`src/design/satar_pkg.sv`:
```
package satar_pkg;

  // Stored entry layout.
  typedef struct packed {
    logic [63:0] key;
    logic [15:0] value;
    logic [15:0] eval;
    logic [15:0] move;
    logic [7:0]  depth;
    logic [7:0]  genbyte;
  } entry_t;

  typedef enum logic {
    MODE_PROBE = 1'b0,
    MODE_SAVE  = 1'b1
  } mode_e;

  localparam logic [1:0] EXACT_BOUND = 2'd3;
  localparam logic [7:0] GEN_MASK    = 8'hF8;
  localparam logic [8:0] GEN_CYCLE   = 9'd263;

  // Request handed from the front end to the back end.
  typedef struct packed {
    logic        mode;
    logic [63:0] key;
    logic [1:0]  slot;
    logic [15:0] value;
    logic [15:0] eval;
    logic [15:0] move;
    logic [7:0]  depth;
    logic [1:0]  bound;
    logic        pv;
  } req_t;

  // Result item.
  typedef struct packed {
    logic        hit;
    logic [1:0]  slot;
    logic [15:0] value;
    logic [15:0] eval;
    logic [15:0] move;
    logic [7:0]  depth;
    logic [1:0]  bound;
    logic        pv;
  } res_t;

  typedef enum logic [1:0] {
    ST_IDLE,
    ST_CLEAR,
    ST_READ,
    ST_WRITE
  } state_e;

endpackage

```
`src/design/satar_front.sv`:
```
module satar_front
  import satar_pkg::*;
#(
  parameter int DEPTH_BIAS = -7
) (
  input  logic        clk_i,
  input  logic        rst_ni,
  input  logic        push,
  output logic        full,
  input  logic        mode_i,
  input  logic [63:0] search_key_i,
  input  logic [1:0]  slot_i,
  input  logic [15:0] new_value_i,
  input  logic [15:0] new_eval_i,
  input  logic [15:0] new_move_i,
  input  logic [8:0]  new_depth_i,
  input  logic [1:0]  new_bound_i,
  input  logic        new_pv_i,
  output logic        req_valid_o,
  output req_t        req_o,
  input  logic        req_take_i
);

  localparam int DLO = DEPTH_BIAS + 1;
  localparam int DHI = DEPTH_BIAS + 255;

  logic [1:0] cnt_q, cnt_d;
  req_t       buf_q [2];
  logic       rd_q, wr_q;
  req_t       req_new;
  logic       acc;
  logic [9:0] dext;
  logic [9:0] dsat;

  // Saturate the depth and remove the bias.
  always_comb begin
    dext = {new_depth_i[8], new_depth_i};
    if ($signed(dext) < $signed(10'(DLO))) begin
      dsat = 10'(DLO);
    end else if ($signed(dext) > $signed(10'(DHI))) begin
      dsat = 10'(DHI);
    end else begin
      dsat = dext;
    end
    req_new       = '0;
    req_new.mode  = mode_i;
    req_new.key   = search_key_i;
    req_new.slot  = slot_i;
    req_new.value = new_value_i;
    req_new.eval  = new_eval_i;
    req_new.move  = new_move_i;
    req_new.depth = 8'(dsat - 10'(DEPTH_BIAS));
    req_new.bound = new_bound_i;
    req_new.pv    = new_pv_i;
  end

  assign full        = (cnt_q == 2'd2);
  assign acc         = push && !full;
  assign req_valid_o = (cnt_q != 2'd0);
  assign req_o       = buf_q[rd_q];

  always_comb begin
    cnt_d = cnt_q;
    if (acc && !(req_take_i && req_valid_o)) begin
      cnt_d = cnt_q + 2'd1;
    end else if (!acc && req_take_i && req_valid_o) begin
      cnt_d = cnt_q - 2'd1;
    end
  end

  // Two-entry request queue.
  always_ff @(posedge clk_i or negedge rst_ni) begin
    if (!rst_ni) begin
      cnt_q <= '0;
      rd_q  <= 1'b0;
      wr_q  <= 1'b0;
    end else begin
      cnt_q <= cnt_d;
      if (acc) begin
        wr_q <= !wr_q;
      end
      if (req_take_i && req_valid_o) begin
        rd_q <= !rd_q;
      end
    end
  end

  always_ff @(posedge clk_i) begin
    if (acc) begin
      buf_q[wr_q] <= req_new;
    end
  end

  a_cnt_range: assert property (@(posedge clk_i) disable iff (!rst_ni) cnt_q != 2'd3)
    else $error("queue count out of range");
  a_no_take_empty: assert property (@(posedge clk_i) disable iff (!rst_ni)
    (cnt_q == 2'd0) |-> !req_valid_o)
    else $error("valid with empty queue");
  a_ptr: assert property (@(posedge clk_i) disable iff (!rst_ni)
    (cnt_q == 2'd0 || cnt_q == 2'd2) |-> (rd_q == wr_q))
    else $error("queue pointers inconsistent");

endmodule

```
`config.mk`:
```
export PLATFORM = sky130hd
export DESIGN_NAME = satar_front
export DESIGN_NICKNAME = d
export VERILOG_FILES = /design/src/design/satar_pkg.sv /design/src/design/satar_front.sv
export SDC_FILE = /design/constraint.sdc
export NUM_CORES = 1
export LEC_CHECK = 0
export BUFFER_PORTS_ARGS = -buffer_cell sky130_fd_sc_hd__buf_2
export CAP_MARGIN = 20
export CORE_MARGIN = 2
export CORE_UTILIZATION = 47
export CTS_BUF_LIST = sky130_fd_sc_hd__clkbuf_16
export DETAILED_ROUTE_END_ITERATION = 16
export PLACE_DENSITY = 0.75
export REMOVE_ABC_BUFFERS = 1
export SLEW_MARGIN = 30
export SYNTH_ARGS = -nofsm -noshare
export SYNTH_HDL_FRONTEND = slang
export SYNTH_SLANG_ARGS = --single-unit
```
`constraint.sdc`:
```
create_clock -name clk_i -period 8.5 [get_ports clk_i]
set_input_delay 1.275 -clock clk_i [delete_from_list [all_inputs] [get_ports clk_i]]
set_output_delay 1.275 -clock clk_i [all_outputs]
set_load 0.05 [all_outputs]
```
==> run summary <==
clock tree from TritonCTS: built
post-synthesis area per instance: 20.8 µm²
setup TNS: 0 ns
drt wl/cell: 18.2 µm
drt pass-1 iters: 6
CP max-delay cell: dfrtp_4
clock-pin slew on the worst setup and hold paths: 0.06 ns
CP delay by family, top: buffers and inverters
layout cells sized above 1: 0.566
Vias/cell: 5.03
RSZ-0062 raised after global routing: false
Power per Cell Area: 392 nW/µm²
Final Util: 0.593
endpoints failing setup: 0
Via Count: 5126
FF-to-FF path depth: 3
# DRC: 0
die width: 147 µm
kind of critical path: register to output port
DPL Wire Length: 12.3 mm
Clock Sinks: 256
area occupied by registers: 7670 µm²
Final ANT Viol Nets: 0
start of the worst register-to-register path: cnt_q[0]
final worst slack: 4.20 ns
drt initial violations: 200
port bufs: 258
I/O pin cnt: 259
status: completed
Crit. Startpoint: rd_q
Max clock buf depth: 3
# H-tree levels: 1
Post-Syn Area: 9570 µm²
vias in the first global route: 5509
fmax: 0.232 GHz
R2R Path End: buf_q[1][107]
CP cell instances: buf_4 > mux2_2 > buf_2
Unique masters post-synth: 37
later-pin clock latency in the skew report: 0.51 ns
Seq cells post-synth: 256
crit-path max FO: 64
Rel. slew slack: 0.402
Pleak: 4.47 nW
Die Footprint: 21500 µm²
area of the multi-input gates: 1780 µm²
core area: 20100 µm²
global-route wire length before repair: 28.8 mm
Area Growth Syn to Fin: 24.7%
commonest cells after routing, fill and taps aside: buf_2, edfxtp_1, mux2_2
CP Launch Type: register
GRT overflow: 0
arrival time at the worst endpoint: 3.03 ns
WP buf/inv: 2
setup repair bufs after CTS: 0
worst clock skew: 0.00663 ns
initial antenna violation count: 2
FILL cells: 1528
CTS-repair resized insts: 0
register area share after synthesis: 0.801
CP Capture Type: output port
most common cell after layout, fill and taps aside: buf_2
Gate Count Post-Synth: 460
Worst R2R Setup Slack: 5.88 ns
max-slew violations: 0
Worst VDD drop: 0.000286 V
routability congestion estimate: 0.841
Critical Path RT: 7.22 ns
final worst path period need: 4.30 ns
Critical Path Stages: 3
fraction of registers with async set/reset: 0.0156
HP Class: primary input to asynchronous set/reset pin
max cap viols: 0
hold buffers post-CTS: 0
total CTS buffers: 25
clock root buffer: clkbuf_16
Final Hold Viols: 0
number of flops mapped to enable cells by yosys: 252
Tcrit/Tclk final: 0.506
All-Layer GR Usage: 0.169
Nets: 864
die height: 147 µm
pin count of the biggest net entering global routing: 66
dpl ws: 4.72 ns
Post-synth top flop: edfxtp_1
slowest stage delay, CP: 0.98 ns
Rows: 52
yosys warns: 0
final wirelength: 18.6 mm
Worst-Margin Slew: 0.897 ns
initial core utilization: 0.476
==> routing by layer <==
layer | vias to the layer above | GRT usage | wire (µm)
met4 | 2 | 0.0447 | 421
met1 | 2501 | 0.194 | 6870
li1 | 2377 | - | -
met2 | 207 | 0.302 | 9540
met5 | - | 0 | 13
met3 | 39 | 0.0575 | 1720
==> how the worst max path moves through the flow <==
stage / end / slack, ns
global route: req_o[75] / 4.01
CTS: req_o[75] / 4.15
detailed placement: req_o[75] / 4.72
finish: req_o[109] / 4.20
global placement: req_o[75] / 4.76
floorplan: buf_q[0][0] / 1.30
==> worst reg2reg max path: stages (launching register included) <==
cell      delay [ns]
dfrtp_1         0.41
nand2b_1        0.18
and3_4          0.77
buf_4           0.82
==> stage by stage <==
| stage | total power, W | cell area (µm²) | std cells | hold slack [ns] |
|---|---|---|---|---|
| 4_1_cts | 0.00474 | 11900 | 1018 | 0.542 |
| 2_1_floorplan | 0.00328 | 9450 | 443 | 0.460 |
| 5_1_grt | 0.00486 | 11900 | 1018 | 0.547 |
| 3_5_place_dp | 0.00364 | 11100 | 975 | 0.552 |
| 6_report | 0.00468 | 11900 | 1019 | 0.563 |
| 3_3_place_gp | 0.00361 | 11100 | 975 | 0.514 |
==> final cells by class <==
class | instances | area share
timing repair buffer | 262 | 0.111
antenna | 1 | 0.000210
multi-input combinational | 182 | 0.149
inverter | 5 | 0.00157
sequential | 256 | 0.643
tap | 270 | 0.0283
clock inverter | 18 | 0.0146
clock buffer | 25 | 0.0524
==> cell usage after synthesis (2+ instances only) <==
| master | instances | area, µm² |
|---|---|---|
| nand4_1 | 2 | 12.5 |
| a31oi_1 | 2 | 12.5 |
| nor2_1 | 5 | 18.8 |
| mux2_2 | 126 | 1420 |
| o21ai_0 | 7 | 35.0 |
| buf_6 | 4 | 45.0 |
| xnor2_1 | 2 | 17.5 |
| dfrtp_1 | 4 | 100 |
| a211oi_1 | 2 | 15.0 |
| and3_1 | 2 | 12.5 |
| edfxtp_1 | 252 | 7570 |
| a21oi_1 | 7 | 35.0 |
| nand3_1 | 2 | 10.0 |
| or2b_1 | 2 | 15.0 |
| nand2_1 | 4 | 15.0 |
| buf_2 | 10 | 50.1 |
| nand2b_1 | 2 | 12.5 |
| inv_1 | 5 | 18.8 |
| buf_4 | 2 | 15.0 |
==> cells by family after synthesis <==
kind of cell | after synthesis | synth area share
adders and majority gates | 1 | 0.00131
muxes | 126 | 0.148
AOI/OAI and AO/OA | 28 | 0.0187
DFF | 256 | 0.801
buffers and inverters | 22 | 0.0139
and+or+nand+nor | 25 | 0.0145
xor gates and xnor gates | 2 | 0.00183
==> where the power goes <==
| part | switching [W] | total [W] | internal [W] | leakage (nW) |
|---|---|---|---|---|
| clock | 0.000431 | 0.00108 | 0.000649 | 0.404 |
| sequential | 0.000114 | 0.00180 | 0.00168 | 2.40 |
| combinational | 0.00132 | 0.00181 | 0.000486 | 1.67 |
==> flip-flops by register name (all words and copies together) (netlist names) <==
signal  cells
buf_q     252
cnt_q       2
rd_q        1
wr_q        1
Note: power is estimated with default switching activity, not from simulation.
